==> config.mk <==
export PLATFORM = sky130hd
export DESIGN_NAME = debounced_event_counter_7seg_flat
export DESIGN_NICKNAME = d
export VERILOG_FILES = /design/src/rtl/dec7_pkg.sv /design/src/rtl/dec7_in_if.sv /design/src/rtl/dec7_out_if.sv /design/src/rtl/dec7_front.sv /design/src/rtl/dec7_queue.sv /design/src/rtl/dec7_back.sv /design/src/rtl/debounced_event_counter_7seg.sv /design/src/flat_wrapper.sv
export SDC_FILE = /design/constraint.sdc
export NUM_CORES = 1
export LEC_CHECK = 0
export BUFFER_PORTS_ARGS = -buffer_cell sky130_fd_sc_hd__buf_2
export CAP_MARGIN = 25
export CORE_ASPECT_RATIO = 0.6
export CORE_MARGIN = 5
export CORE_UTILIZATION = 45
export CTS_CLUSTER_DIAMETER = 80
export DETAILED_ROUTE_END_ITERATION = 12
export GPL_TIMING_DRIVEN = 0
export SYNTH_ARGS = -nofsm -noshare
export SYNTH_HDL_FRONTEND = slang
export SYNTH_SLANG_ARGS = --single-unit
==> constraint.sdc <==
create_clock -name clk -period 6.54 [get_ports clk]
set_input_delay 0.327 -clock clk [delete_from_list [all_inputs] [get_ports clk]]
set_output_delay 0.327 -clock clk [all_outputs]
set_load 0.1 [all_outputs]
==> src/rtl/dec7_pkg.sv <==
// shared types, constants and helper functions for the debounced event counter
// no dependencies; used by every other file of the block
`default_nettype none

package dec7_pkg;

  localparam int unsigned COUNT_W   = 14;
  localparam int unsigned HOLD_W    = 16;
  localparam int unsigned SEG_W     = 8;
  localparam int unsigned DIGIT_W   = 4;
  localparam int unsigned CFG_IDX_W = 1;
  localparam int unsigned CFG_DATA_W = 16;

  localparam logic [COUNT_W-1:0] COUNT_MAX = 14'd9999;

  localparam logic [HOLD_W-1:0] HOLDOFF_THRESHOLD_RST = 16'd1000;
  localparam logic [HOLD_W-1:0] HOLDOFF_LIMIT_RST     = 16'd2000;

  // reciprocal of ten, scaled by 2^19, exact for every 14-bit value
  localparam logic [15:0] RECIP10       = 16'd52429;
  localparam int unsigned RECIP10_SHIFT = 19;

  typedef enum logic [CFG_IDX_W-1:0] {
    CFG_HOLDOFF_THRESHOLD = 1'b0,
    CFG_HOLDOFF_LIMIT     = 1'b1
  } cfg_idx_t;

  typedef enum logic {
    KIND_TICK    = 1'b0,
    KIND_RESTORE = 1'b1
  } kind_t;

  // one classified item handed from the front to the back
  typedef struct packed {
    logic [COUNT_W-1:0] count_prev;
    logic [COUNT_W-1:0] new_count;
    logic               store_write;
  } entry_t;

  typedef struct packed {
    logic   valid;
    entry_t entry;
  } q_push_t;

  typedef struct packed {
    logic full;
    logic empty;
  } q_stat_t;

  // floor(x / 10) by multiplication with the scaled reciprocal
  function automatic logic [COUNT_W-1:0] div10(input logic [COUNT_W-1:0] x);
    logic [COUNT_W+15:0] prod;
    prod = {16'd0, x} * {{COUNT_W{1'b0}}, RECIP10};
    return COUNT_W'(prod >> RECIP10_SHIFT);
  endfunction

  // x - 10*q, known to be below ten
  function automatic logic [DIGIT_W-1:0] rem10(input logic [COUNT_W-1:0] x,
                                               input logic [COUNT_W-1:0] q);
    logic [COUNT_W-1:0] diff;
    diff = x - ((q << 3) + (q << 1));
    return diff[DIGIT_W-1:0];
  endfunction

  // active-low segment code of one decimal digit
  function automatic logic [SEG_W-1:0] seg_code(input logic [DIGIT_W-1:0] d);
    logic [SEG_W-1:0] code;
    unique case (d)
      4'd0:    code = 8'b1000_0000;
      4'd1:    code = 8'b1001_1011;
      4'd2:    code = 8'b0100_1000;
      4'd3:    code = 8'b0000_1010;
      4'd4:    code = 8'b0001_0011;
      4'd5:    code = 8'b0010_0010;
      4'd6:    code = 8'b0010_0000;
      4'd7:    code = 8'b1000_1011;
      4'd8:    code = 8'b0000_0000;
      4'd9:    code = 8'b0000_0010;
      default: code = 8'b1111_1111;
    endcase
    return code;
  endfunction

endpackage

`default_nettype wire

==> src/rtl/dec7_in_if.sv <==
// input channel of the event counter: valid/ready plus tick or restore fields
// depends on dec7_pkg for field widths
`default_nettype none

interface dec7_in_if;
  logic                             valid;
  logic                             ready;
  logic                             kind;
  logic                             line_level;
  logic                             button_level;
  logic [dec7_pkg::COUNT_W-1:0]     restore_value;

  modport source (output valid, output kind, output line_level,
                  output button_level, output restore_value, input ready);
  modport sink   (input valid, input kind, input line_level,
                  input button_level, input restore_value, output ready);
endinterface

`default_nettype wire

==> src/rtl/dec7_out_if.sv <==
// result channel of the event counter: valid/ready plus segment codes and count
// depends on dec7_pkg for field widths
`default_nettype none

interface dec7_out_if;
  logic                             valid;
  logic                             ready;
  logic [dec7_pkg::SEG_W-1:0]       seg_ones;
  logic [dec7_pkg::SEG_W-1:0]       seg_tens;
  logic [dec7_pkg::SEG_W-1:0]       seg_hundreds;
  logic [dec7_pkg::SEG_W-1:0]       seg_thousands;
  logic [dec7_pkg::COUNT_W-1:0]     new_count;
  logic                             store_write;

  modport source (output valid, output seg_ones, output seg_tens, output seg_hundreds,
                  output seg_thousands, output new_count, output store_write,
                  input ready);
  modport sink   (input valid, input seg_ones, input seg_tens, input seg_hundreds,
                  input seg_thousands, input new_count, input store_write,
                  output ready);
endinterface

`default_nettype wire

==> src/rtl/dec7_front.sv <==
// front end: config registers, edge detect, hold-off counter and event count
// depends on dec7_pkg and dec7_in_if; pushes one entry per accepted item
`default_nettype none

module dec7_front (
  input  wire logic                              clk,
  input  wire logic                              rst_n,
  dec7_in_if.sink                                in_ch,
  input  wire logic                              cfg_we,
  input  wire logic [dec7_pkg::CFG_IDX_W-1:0]    cfg_index,
  input  wire logic [dec7_pkg::CFG_DATA_W-1:0]   cfg_data,
  input  wire dec7_pkg::q_stat_t                 q_stat,
  output dec7_pkg::q_push_t                      q_push
);

  logic [dec7_pkg::COUNT_W-1:0] count_r, count_nxt;
  logic                         prev_r, prev_nxt;
  logic [dec7_pkg::HOLD_W-1:0]  hold_r, hold_nxt;
  logic [dec7_pkg::HOLD_W-1:0]  thr_r, thr_nxt;
  logic [dec7_pkg::HOLD_W-1:0]  lim_r, lim_nxt;

  logic                         accept;
  logic                         is_tick;
  logic                         counted;
  logic [dec7_pkg::COUNT_W-1:0] restore_clamped;
  logic [dec7_pkg::COUNT_W-1:0] count_inc;
  logic [dec7_pkg::HOLD_W-1:0]  hold_base;

  assign in_ch.ready = !q_stat.full;
  assign accept      = in_ch.valid && in_ch.ready;
  assign is_tick     = (dec7_pkg::kind_t'(in_ch.kind) == dec7_pkg::KIND_TICK);

  // falling edge with button held and hold-off expired
  assign counted = is_tick && prev_r && !in_ch.line_level && !in_ch.button_level
                   && (hold_r > thr_r);

  assign restore_clamped = (in_ch.restore_value > dec7_pkg::COUNT_MAX) ?
                           dec7_pkg::COUNT_MAX : in_ch.restore_value;
  assign count_inc = (count_r >= dec7_pkg::COUNT_MAX) ? '0 : count_r + 1'b1;
  assign hold_base = counted ? '0 : hold_r;

  always_comb begin
    count_nxt = count_r;
    prev_nxt  = prev_r;
    hold_nxt  = hold_r;
    if (accept) begin
      if (!is_tick) begin
        count_nxt = restore_clamped;
      end else begin
        if (counted) begin
          count_nxt = count_inc;
        end
        prev_nxt = in_ch.line_level;
        hold_nxt = (hold_base < lim_r) ? hold_base + 1'b1 : lim_r;
      end
    end
  end

  always_comb begin
    thr_nxt = thr_r;
    lim_nxt = lim_r;
    if (cfg_we) begin
      unique case (dec7_pkg::cfg_idx_t'(cfg_index))
        dec7_pkg::CFG_HOLDOFF_THRESHOLD: thr_nxt = cfg_data;
        dec7_pkg::CFG_HOLDOFF_LIMIT:     lim_nxt = cfg_data;
      endcase
    end
  end

  assign q_push.valid             = accept;
  assign q_push.entry.count_prev  = count_r;
  assign q_push.entry.new_count   = count_nxt;
  assign q_push.entry.store_write = accept && counted;

  always_ff @(posedge clk) begin
    if (!rst_n) begin
      count_r <= '0;
      prev_r  <= 1'b0;
      hold_r  <= '0;
      thr_r   <= dec7_pkg::HOLDOFF_THRESHOLD_RST;
      lim_r   <= dec7_pkg::HOLDOFF_LIMIT_RST;
    end else begin
      count_r <= count_nxt;
      prev_r  <= prev_nxt;
      hold_r  <= hold_nxt;
      thr_r   <= thr_nxt;
      lim_r   <= lim_nxt;
    end
  end

endmodule

`default_nettype wire

==> src/rtl/dec7_queue.sv <==
// two-entry queue between front and back
// depends on dec7_pkg for the entry and status structs
`default_nettype none

module dec7_queue (
  input  wire logic                 clk,
  input  wire logic                 rst_n,
  input  wire dec7_pkg::q_push_t    q_push,
  input  wire logic                 pop,
  output dec7_pkg::q_stat_t         q_stat,
  output dec7_pkg::entry_t          head
);

  dec7_pkg::entry_t mem_r [2];
  logic       wr_ptr_r, wr_ptr_nxt;
  logic       rd_ptr_r, rd_ptr_nxt;
  logic [1:0] cnt_r, cnt_nxt;
  logic       do_push, do_pop;

  assign q_stat.full  = (cnt_r == 2'd2);
  assign q_stat.empty = (cnt_r == 2'd0);
  assign head         = mem_r[rd_ptr_r];

  assign do_push = q_push.valid && !q_stat.full;
  assign do_pop  = pop && !q_stat.empty;

  always_comb begin
    wr_ptr_nxt = do_push ? ~wr_ptr_r : wr_ptr_r;
    rd_ptr_nxt = do_pop  ? ~rd_ptr_r : rd_ptr_r;
    cnt_nxt    = cnt_r + {1'b0, do_push} - {1'b0, do_pop};
  end

  always_ff @(posedge clk) begin
    if (do_push) begin
      mem_r[wr_ptr_r] <= q_push.entry;
    end
  end

  always_ff @(posedge clk) begin
    if (!rst_n) begin
      wr_ptr_r <= 1'b0;
      rd_ptr_r <= 1'b0;
      cnt_r    <= '0;
    end else begin
      wr_ptr_r <= wr_ptr_nxt;
      rd_ptr_r <= rd_ptr_nxt;
      cnt_r    <= cnt_nxt;
    end
  end

endmodule

`default_nettype wire

==> src/rtl/dec7_back.sv <==
// back end: decimal split of the shown count over three stages, segment encode
// depends on dec7_pkg, dec7_out_if; pops one entry per cycle unless stalled
`default_nettype none

module dec7_back (
  input  wire logic                 clk,
  input  wire logic                 rst_n,
  input  wire dec7_pkg::q_stat_t    q_stat,
  input  wire dec7_pkg::entry_t     head,
  output logic                      pop,
  dec7_out_if.source                out_ch
);

  localparam int unsigned CW = dec7_pkg::COUNT_W;
  localparam int unsigned DW = dec7_pkg::DIGIT_W;
  localparam int unsigned SW = dec7_pkg::SEG_W;

  logic adv;

  // stage one: ones digit
  logic          s1_v_r, s1_v_nxt;
  logic [CW-1:0] s1_q_r;
  logic [DW-1:0] s1_d0_r;
  logic [CW-1:0] s1_cnt_r;
  logic          s1_st_r;

  // stage two: tens digit
  logic          s2_v_r, s2_v_nxt;
  logic [CW-1:0] s2_q_r;
  logic [DW-1:0] s2_d0_r, s2_d1_r;
  logic [CW-1:0] s2_cnt_r;
  logic          s2_st_r;

  // output register
  logic          o_v_r, o_v_nxt;
  logic [SW-1:0] o_ones_r, o_tens_r, o_hund_r, o_thou_r;
  logic [CW-1:0] o_cnt_r;
  logic          o_st_r;

  logic [CW-1:0] q1, q2, q3;
  logic [DW-1:0] d0, d1, d2;

  assign adv = !o_v_r || out_ch.ready;
  assign pop = adv && !q_stat.empty;

  assign q1 = dec7_pkg::div10(head.count_prev);
  assign d0 = dec7_pkg::rem10(head.count_prev, q1);
  assign q2 = dec7_pkg::div10(s1_q_r);
  assign d1 = dec7_pkg::rem10(s1_q_r, q2);
  assign q3 = dec7_pkg::div10(s2_q_r);
  assign d2 = dec7_pkg::rem10(s2_q_r, q3);

  always_comb begin
    s1_v_nxt = s1_v_r;
    s2_v_nxt = s2_v_r;
    o_v_nxt  = o_v_r;
    if (adv) begin
      s1_v_nxt = pop;
      s2_v_nxt = s1_v_r;
      o_v_nxt  = s2_v_r;
    end
  end

  always_ff @(posedge clk) begin
    if (adv) begin
      s1_q_r   <= q1;
      s1_d0_r  <= d0;
      s1_cnt_r <= head.new_count;
      s1_st_r  <= head.store_write;

      s2_q_r   <= q2;
      s2_d0_r  <= s1_d0_r;
      s2_d1_r  <= d1;
      s2_cnt_r <= s1_cnt_r;
      s2_st_r  <= s1_st_r;

      o_ones_r <= dec7_pkg::seg_code(s2_d0_r);
      o_tens_r <= dec7_pkg::seg_code(s2_d1_r);
      o_hund_r <= dec7_pkg::seg_code(d2);
      o_thou_r <= dec7_pkg::seg_code(q3[DW-1:0]);
      o_cnt_r  <= s2_cnt_r;
      o_st_r   <= s2_st_r;
    end
  end

  always_ff @(posedge clk) begin
    if (!rst_n) begin
      s1_v_r <= 1'b0;
      s2_v_r <= 1'b0;
      o_v_r  <= 1'b0;
    end else begin
      s1_v_r <= s1_v_nxt;
      s2_v_r <= s2_v_nxt;
      o_v_r  <= o_v_nxt;
    end
  end

  assign out_ch.valid         = o_v_r;
  assign out_ch.seg_ones      = o_ones_r;
  assign out_ch.seg_tens      = o_tens_r;
  assign out_ch.seg_hundreds  = o_hund_r;
  assign out_ch.seg_thousands = o_thou_r;
  assign out_ch.new_count     = o_cnt_r;
  assign out_ch.store_write   = o_st_r;

endmodule

`default_nettype wire

==> src/rtl/debounced_event_counter_7seg.sv <==
// top level of the debounced event counter with seven-segment readout
// depends on dec7_pkg, dec7_in_if, dec7_out_if, dec7_front, dec7_queue, dec7_back
//
// channel   dir   handshake          payload
// in_ch     in    valid/ready        kind, line_level, button_level, restore_value
// out_ch    out   valid/ready        seg_ones..seg_thousands, new_count, store_write
// cfg_*     in    cfg_we only        cfg_index selects register, cfg_data 16 bits
//
// one item accepted per cycle while the queue is not full; the state update
// happens in the accept cycle; a result reaches out_ch via the queue slot, the
// two decimal-split stages and the output register, and a stalled out_ch holds them
// rst_n is synchronous and active low; config returns to 1000 / 2000
// in_ch.ready drops only when the two-entry queue is full, so a stalled
// out_ch back-pressures the input after the pipeline and queue fill up
`default_nettype none

module debounced_event_counter_7seg (
  input  wire logic                              clk,
  input  wire logic                              rst_n,
  dec7_in_if.sink                                in_ch,
  dec7_out_if.source                             out_ch,
  input  wire logic                              cfg_we,
  input  wire logic [dec7_pkg::CFG_IDX_W-1:0]    cfg_index,
  input  wire logic [dec7_pkg::CFG_DATA_W-1:0]   cfg_data
);

  // front to queue
  dec7_pkg::q_push_t q_push;
  // queue fill status, seen by both sides
  dec7_pkg::q_stat_t q_stat;
  // head entry of the queue and its pop strobe from the back
  dec7_pkg::entry_t  head;
  logic              pop;

  // front: classifies each item, owns count, edge and hold-off state
  dec7_front u_front (
    .clk       (clk),
    .rst_n     (rst_n),
    .in_ch     (in_ch),
    .cfg_we    (cfg_we),
    .cfg_index (cfg_index),
    .cfg_data  (cfg_data),
    .q_stat    (q_stat),
    .q_push    (q_push)
  );

  // decouples the front from output stalls
  dec7_queue u_queue (
    .clk    (clk),
    .rst_n  (rst_n),
    .q_push (q_push),
    .pop    (pop),
    .q_stat (q_stat),
    .head   (head)
  );

  // back: splits the shown count into digits and encodes segments
  dec7_back u_back (
    .clk    (clk),
    .rst_n  (rst_n),
    .q_stat (q_stat),
    .head   (head),
    .pop    (pop),
    .out_ch (out_ch)
  );

  // the count handed out never leaves the four-digit range
  a_count_range: assert property (@(posedge clk) disable iff (!rst_n)
    out_ch.valid |-> (out_ch.new_count <= dec7_pkg::COUNT_MAX))
    else $error("new_count above 9999");

  // the front never offers an item to a full queue
  a_no_push_full: assert property (@(posedge clk) disable iff (!rst_n)
    q_push.valid |-> !q_stat.full)
    else $error("push into full queue");

  // the back never drains an empty queue
  a_no_pop_empty: assert property (@(posedge clk) disable iff (!rst_n)
    (pop && q_stat.empty) == 1'b0)
    else $error("pop from empty queue");

  // a counted edge only happens on a tick
  a_store_on_tick: assert property (@(posedge clk) disable iff (!rst_n)
    q_push.entry.store_write |-> (q_push.valid && !in_ch.kind))
    else $error("store flagged without a tick");

endmodule

`default_nettype wire
==> src/flat_wrapper.sv <==
// flat-port wrapper written by rule: the top's interface ports become plain ports
module debounced_event_counter_7seg_flat 
  (clk, rst_n, cfg_we, cfg_index, cfg_data, in_ch_valid, in_ch_kind, in_ch_line_level, in_ch_button_level, in_ch_restore_value, in_ch_ready, out_ch_valid, out_ch_seg_ones, out_ch_seg_tens, out_ch_seg_hundreds, out_ch_seg_thousands, out_ch_new_count, out_ch_store_write, out_ch_ready);
  dec7_in_if in_ch_i ();
  dec7_out_if out_ch_i ();
  input  wire logic clk;
  input  wire logic rst_n;
  input  wire logic cfg_we;
  input  wire logic [dec7_pkg::CFG_IDX_W-1:0] cfg_index;
  input  wire logic [dec7_pkg::CFG_DATA_W-1:0] cfg_data;
  input wire logic [$bits(in_ch_i.valid)-1:0] in_ch_valid;
  input wire logic [$bits(in_ch_i.kind)-1:0] in_ch_kind;
  input wire logic [$bits(in_ch_i.line_level)-1:0] in_ch_line_level;
  input wire logic [$bits(in_ch_i.button_level)-1:0] in_ch_button_level;
  input wire logic [$bits(in_ch_i.restore_value)-1:0] in_ch_restore_value;
  output wire logic [$bits(in_ch_i.ready)-1:0] in_ch_ready;
  output wire logic [$bits(out_ch_i.valid)-1:0] out_ch_valid;
  output wire logic [$bits(out_ch_i.seg_ones)-1:0] out_ch_seg_ones;
  output wire logic [$bits(out_ch_i.seg_tens)-1:0] out_ch_seg_tens;
  output wire logic [$bits(out_ch_i.seg_hundreds)-1:0] out_ch_seg_hundreds;
  output wire logic [$bits(out_ch_i.seg_thousands)-1:0] out_ch_seg_thousands;
  output wire logic [$bits(out_ch_i.new_count)-1:0] out_ch_new_count;
  output wire logic [$bits(out_ch_i.store_write)-1:0] out_ch_store_write;
  input wire logic [$bits(out_ch_i.ready)-1:0] out_ch_ready;
  assign in_ch_i.valid = in_ch_valid;
  assign in_ch_i.kind = in_ch_kind;
  assign in_ch_i.line_level = in_ch_line_level;
  assign in_ch_i.button_level = in_ch_button_level;
  assign in_ch_i.restore_value = in_ch_restore_value;
  assign in_ch_ready = in_ch_i.ready;
  assign out_ch_valid = out_ch_i.valid;
  assign out_ch_seg_ones = out_ch_i.seg_ones;
  assign out_ch_seg_tens = out_ch_i.seg_tens;
  assign out_ch_seg_hundreds = out_ch_i.seg_hundreds;
  assign out_ch_seg_thousands = out_ch_i.seg_thousands;
  assign out_ch_new_count = out_ch_i.new_count;
  assign out_ch_store_write = out_ch_i.store_write;
  assign out_ch_i.ready = out_ch_ready;
  debounced_event_counter_7seg u_core (.clk(clk), .rst_n(rst_n), .in_ch(in_ch_i), .out_ch(out_ch_i), .cfg_we(cfg_we), .cfg_index(cfg_index), .cfg_data(cfg_data));
endmodule
Word level (Yosys, flattened, before mapping)
Memory sizes are Yosys's and may differ from the RTL's. A register that Yosys moved wholly into a read port is not among the register bits.
Cells that the tools add are included.
W data, S select, Z words.

word-level totals
  flip-flop bits (word level) = 146
  latch bits = 0
  memory bits (writable) = 58
  ROM bits = 512
  bits of input ports = 39
  output and inout bits = 49
  logic and storage cells = 79
  memories kept = 5

operators by class
  add/subtract/negate cells = 10
  multiply operators = 3
  divide/modulo/power cells = 0
  order comparisons = 4
  eq/ne operators = 1
  shifts and indexed selects = 0
  multiplexer cells = 11
  bitwise logic cells = 4
  reduce and logical (&&, ||, !) cells = 19

memories
  name                  words  width  read ports  clocked after memory_dff  wr ports  RTL line          source
  (no name shown)       16     8      1           1                         0         dec7_pkg.sv:68    unique case (d)
  (no name shown)       16     8      1           1                         0         dec7_pkg.sv:68
  (no name shown)       16     8      1           1                         0         dec7_pkg.sv:68
  (no name shown)       16     8      1           1                         0         dec7_pkg.sv:68
  u_core.u_queue.mem_r  2      29     1           1                         1         dec7_queue.sv:14  dec7_pkg::entry_t mem_r [2];

operators by type and width
  kind                      count
  $mux W14                  5
  $mux W16                  2
  $mul A14 B16 Y30 const B  1
  $mul A11 B16 Y27 const B  1
  $mul A8 B16 Y23 const B   1
  $add A16 B1 Y16 const B   1
  $gt A16 B16 Y1            1
  $lt A16 B16 Y1            1
  $add A14 B1 Y14 const B   1
  $ge A14 B14 Y1 const B    1
  $gt A14 B14 Y1 const B    1
  $add A4 B4 Y4             3
  $sub A4 B4 Y4             3
  $logic_and A1 B1 Y1       9
  $reduce_and A2 Y1         3
  $logic_not A1 Y1          5
  $mux W1                   4
  $not A1 Y1                4
  $add A2 B1 Y2             1
  $eq A2 B2 Y1 const B      1
  $logic_not A2 Y1          1
  $sub A2 B1 Y2             1
  $logic_or A1 B1 Y1        1

Logic depth before layout (Yosys ltp)
  depth in word-level cells = 8
  mapped depth = 28
  mapped depth without buffers = 26

Hierarchy
Synthesis repeated with hierarchy kept, for this count alone.

second synthesis, totals
  cell total of the unflattened synthesis = 1642
  area, all modules = 17925.9 µm²

modules (own cells, without submodules)
  module      instances  cells each  area an instance (µm²)  sequential area each (µm²)
  dec7_back   1          974         11275.8                 3303.2
  dec7_front  1          551         4282.9                  1261.2
  dec7_queue  1          117         2367.3                  1841.8

Worst setup path after synthesis
No wires, ideal clock.

  kind = register to register
  start = register with a tool-made name
  end = register u_core.u_back.s1_d0_r[3] (data pin)
  library setup time = 261 ps
  arrival time = 6494 ps
  data required time = 6279 ps
  path slack = -215 ps
  cell stages (with the launch flop) = 27
  buffers on the path = 2
  period minus slack after synthesis = 6755 ps
  path through = dfxtp_1 > buf_1 > clkbuf_1 > mux2_2 > ha_1 > inv_1 > fa_1 > inv_1 > fa_1 > fa_1 > inv_1 > fa_1 > inv_1 > fa_1 > inv_1 > ha_1 > a21oi_1 > o21a_1 > a2bb2oi_1 > nand3_1 > a21oi_1 > xnor2_1 > ha_1 > nand2_1 > nand2_1 > xnor2_1 > xnor2_1

RTL lines
  element                 RTL line         source
  end signal: assignment  dec7_back.sv:67  s1_d0_r <= d0;
  end: declaration        dec7_back.sv:23  logic [DW-1:0] s1_d0_r;

==> flow_metrics.py <==
metrics = {
    "layout": {
        "diodes": 0,
        "syn_to_final_growth_pct": 13.63,
        "final_cell_mix": "ha_1 (280), inv_1 (269), edfxtp_1 (166), nand2_1 (124), fa_1 (106)",
        "drive_gt1_share_pct": 12.18,
        "nFillCells": 3535,
        "nNetsFinal": 2229,
        "final_common_cell": "ha_1",
        "fin_cells": 2337,
    },
    "clocking": {
        "clockRootBuffer": "clkbuf_16",
        "clkTransAtPathRegs_ns": 0.07,
        "htree_levels": 1,
        "clock_sink_count": 237,
        "clk_path_buf_depth": 3,
        "cts-buffers-inserted": 25,
        "clk_latency_ns": 0.55,
        "cts_tree": "yes",
    },
    "sta": {
        "relSlewSlack_pct": 36.85,
        "post-route-period-util_pct": 98.50,
        "rsz0062_at_grt": "yes",
        "skew_ns": 0.01136,
        "slew_viol_final": 0,
        "finalCriticalPeriod_ns": 6.442,
        "setup_viol": 0,
        "finalHoldViolCount": 0,
        "fin_worst_hold_slack_ns": 0.02939,
        "tightest_slew_ns": 0.9450,
        "fmax_ghz": 0.1552,
    },
    "die": {
        "die_h_um": 164.1,
        "coreArea_mm2": 0.03910,
        "die_area_mm2": 0.04377,
        "die_width_um": 266.8,
        "pin_count": 88,
        "row_count": 56,
        "start_util_pct": 45.53,
    },
    "global_routing": {
        "grt_max_degree": 77,
        "overflow": 0,
        "antenna_found_initial": 0,
        "grt_pass1_vias": 11860,
        "grt_pass1_wl_um": 63660,
        "track_usage_pct": 17.96,
    },
    "placement": {
        "hpwl_um": 31610,
        "placed_cells": 2276,
        "portBuffers": 87,
        "gp_congestion": 0.8911,
    },
    "setup_path": {
        "r2r_end": "u_core.u_back.s1_d0_r[3]",
        "arrival_ns": 6.72,
        "r2r.worst_path.cells": 25,
        "cp-start-kind": "register",
        "required_ns": 6.82,
        "end_kind": "register",
        "path_max_fanout": 9,
        "r2r_slack_ns": 0.1,
        "endpoint": "u_core.u_back.s1_d0_r[3]",
        "path_class": "reg2reg",
    },
    "drt": {
        "vias": 12330,
        "drc": 0,
        "drtAntennaViolNets": 0,
        "avgViaCountPerCell": 5.274,
        "drt-pass1-iter-count": 5,
        "routedWlPerCell_um": 17.02,
        "drt_iter0_markers": 949,
        "routed_wl_um": 39770,
    },
    "logic_synthesis": {
        "syn-cell-area_mm2": 0.01780,
        "syn_nets": 2098,
        "avgSynthCellArea_um2": 10.68,
        "synth_area_leaders": "edfxtp_1 (28%), ha_1 (20%), fa_1 (12%)",
        "synth_seq_area_share_pct": 35.99,
        "ys_ff_latch": 237,
        "async_reset_ff_share_pct": 0,
        "ys_warn_count": 0,
        "synth_top_area_share_pct": 28.00,
        "ys.flop_type": "edfxtp_1",
        "synth_cells": 1666,
        "synth_edf_count": 166,
        "synth_cell_types": 73,
        "synth_top_area_cell": "edfxtp_1",
    },
    "worst_hold_path": {
        "hold_path_class": "in2reg",
    },
    "status": {
        "outcome": "complete, no violations",
    },
    "run": {
        "cap_viol_max_count": 0,
    },
}
worst max-delay path, cell delays in order, from the launching register on:
cell and delay [ns]:
dfxtp_4 0.35, buf_8 0.12, clkbuf_16 0.16, mux2_4 0.35
ha_4 0.27, fa_1 0.58, inv_2 0.07, fa_1 0.50
fa_1 0.52, inv_1 0.05, fa_1 0.50, inv_1 0.05
fa_1 0.49, inv_2 0.05, ha_4 0.26, nand4_1 0.16
nor4_4 0.37, o31ai_4 0.17, nand3_2 0.15, a21oi_4 0.08
xnor2_4 0.23, ha_4 0.25, nand2_1 0.07, nand2_2 0.07
xnor2_2 0.15, xnor2_1 0.12
cells by family (layout without fill, tap and decap cells):
kind of cell | after synthesis | count (layout) | synth area share (%)
fa+ha+maj | 393 | 393 | 32.09
simple gates | 347 | 347 | 9.616
buf+inv | 313 | 462 | 6.621
compound gates | 279 | 279 | 10.16
flops | 237 | 237 | 35.99
xor+xnor | 54 | 54 | 2.910
mux | 43 | 43 | 2.615
worst min path at each step:
stage | startpoint | slack (ns) | cells after the start | end
6_report | cfg_data[13] | 0.03 | 3 | u_core.u_front.lim_r[13]
5_1_grt | cfg_data[14] | 0.01 | 3 | u_core.u_front.lim_r[14]
3_3_place_gp | u_core.u_back.s1_d0_r[0] | 0.40 | 0 | u_core.u_back.s2_d0_r[0]
3_5_place_dp | u_core.u_back.s1_cnt_r[3] | 0.40 | 0 | u_core.u_back.s2_cnt_r[3]
4_1_cts | cfg_data[14] | 0.00009 | 3 | u_core.u_front.lim_r[14]
2_1_floorplan | u_core.u_back.s2_cnt_r[0] | 0.40 | 0 | u_core.u_back.out_ch.new_count[0]
flip-flops by register name, indices dropped and copies added, names as in the netlist, 2 cells and up, named ones only:
register                            flops
u_core.u_front.hold_r                  16
u_core.u_back.s2_d1_r                   4
u_core.u_back.out_ch.new_count         14
u_core.u_back.out_ch.seg_tens           8
u_core.u_back.s1_d0_r                   4
u_core.u_front.lim_r                   16
u_core.u_back.s2_d0_r                   4
u_core.u_back.s1_q_r                   11
u_core.u_back.out_ch.seg_ones           8
u_core.u_back.out_ch.seg_hundreds       8
u_core.u_queue.mem_r                   58
u_core.u_front.thr_r                   16
u_core.u_back.s1_cnt_r                 14
u_core.u_queue.cnt_r                    2
u_core.u_back.out_ch.seg_thousands      8
u_core.u_back.s2_cnt_r                 14
u_core.u_back.s2_q_r                    8
u_core.u_front.count_r                 14
routing by layer:
| metal | track usage, % | up-vias | share of wire, % |
|---|---|---|---|
| met4 | 2.698 | 0 | 1.4 |
| met3 | 3.489 | 39 | 7.0 |
| met1 | 30.29 | 5937 | 53 |
| met2 | 23.72 | 314 | 39 |
| li1 | - | 6036 | - |
| met5 | 0 | - | 0 |
cell type report:
type / count / area [um2] / area share [%]
plain buffers: 35 / 171.4 / 0.8475
clock buffers: 33 / 686.9 / 3.396
clock inverters: 12 / 209.0 / 1.033
inverters: 277 / 1042 / 5.153
multi-input cells: 1116 / 10450 / 51.68
flip-flops and latches: 237 / 6410 / 31.69
well taps: 522 / 653.1 / 3.229
repair buffers: 105 / 600.6 / 2.969
through the flow:
stage                     util [%]  worst slack [ns]  TNS (ns)  instance area [um2]
after global placement       48.32            -1.099    -8.036                18890
after CTS                    51.23         0.0009890         0                20030
final                        51.73           0.09840         0                20230
after floorplan                  -            0.1048         0                17800
after global routing         51.73           -0.1050   -0.1124                20230
after detailed placement     48.42            -1.121    -8.401                18930
synth_stat cells, types with 16 or more instances:
cell type  instances
nor3_1            18
edfxtp_1         166
xnor2_1           32
xor2_1            19
a21o_1            24
fa_1             106
o21ai_0           38
a21oi_1           93
nand4_1           17
ha_1             287
and3_1            16
mux2_2            23
a211oi_1          16
and2_1            22
nand3_1           27
clkbuf_1          29
nand2_1          125
mux2i_1           18
dfxtp_1           71
inv_1            274
nor2_1            57
o211ai_1          16
repair_timing:
action                                  in CTS  in global routing
pin swaps                                    6                 11
hold buffers                                 4                  0
setup buffers                                4                  9
endpoints found under the setup margin      14                 17
gates cloned                                 0                  0
endpoints found under the hold margin        4                  0
gates resized for setup                     27                 23
Power is left out: the tool's default activity adds up to more than one toggle a clock period on the data nets, which glitch-free logic cannot reach.
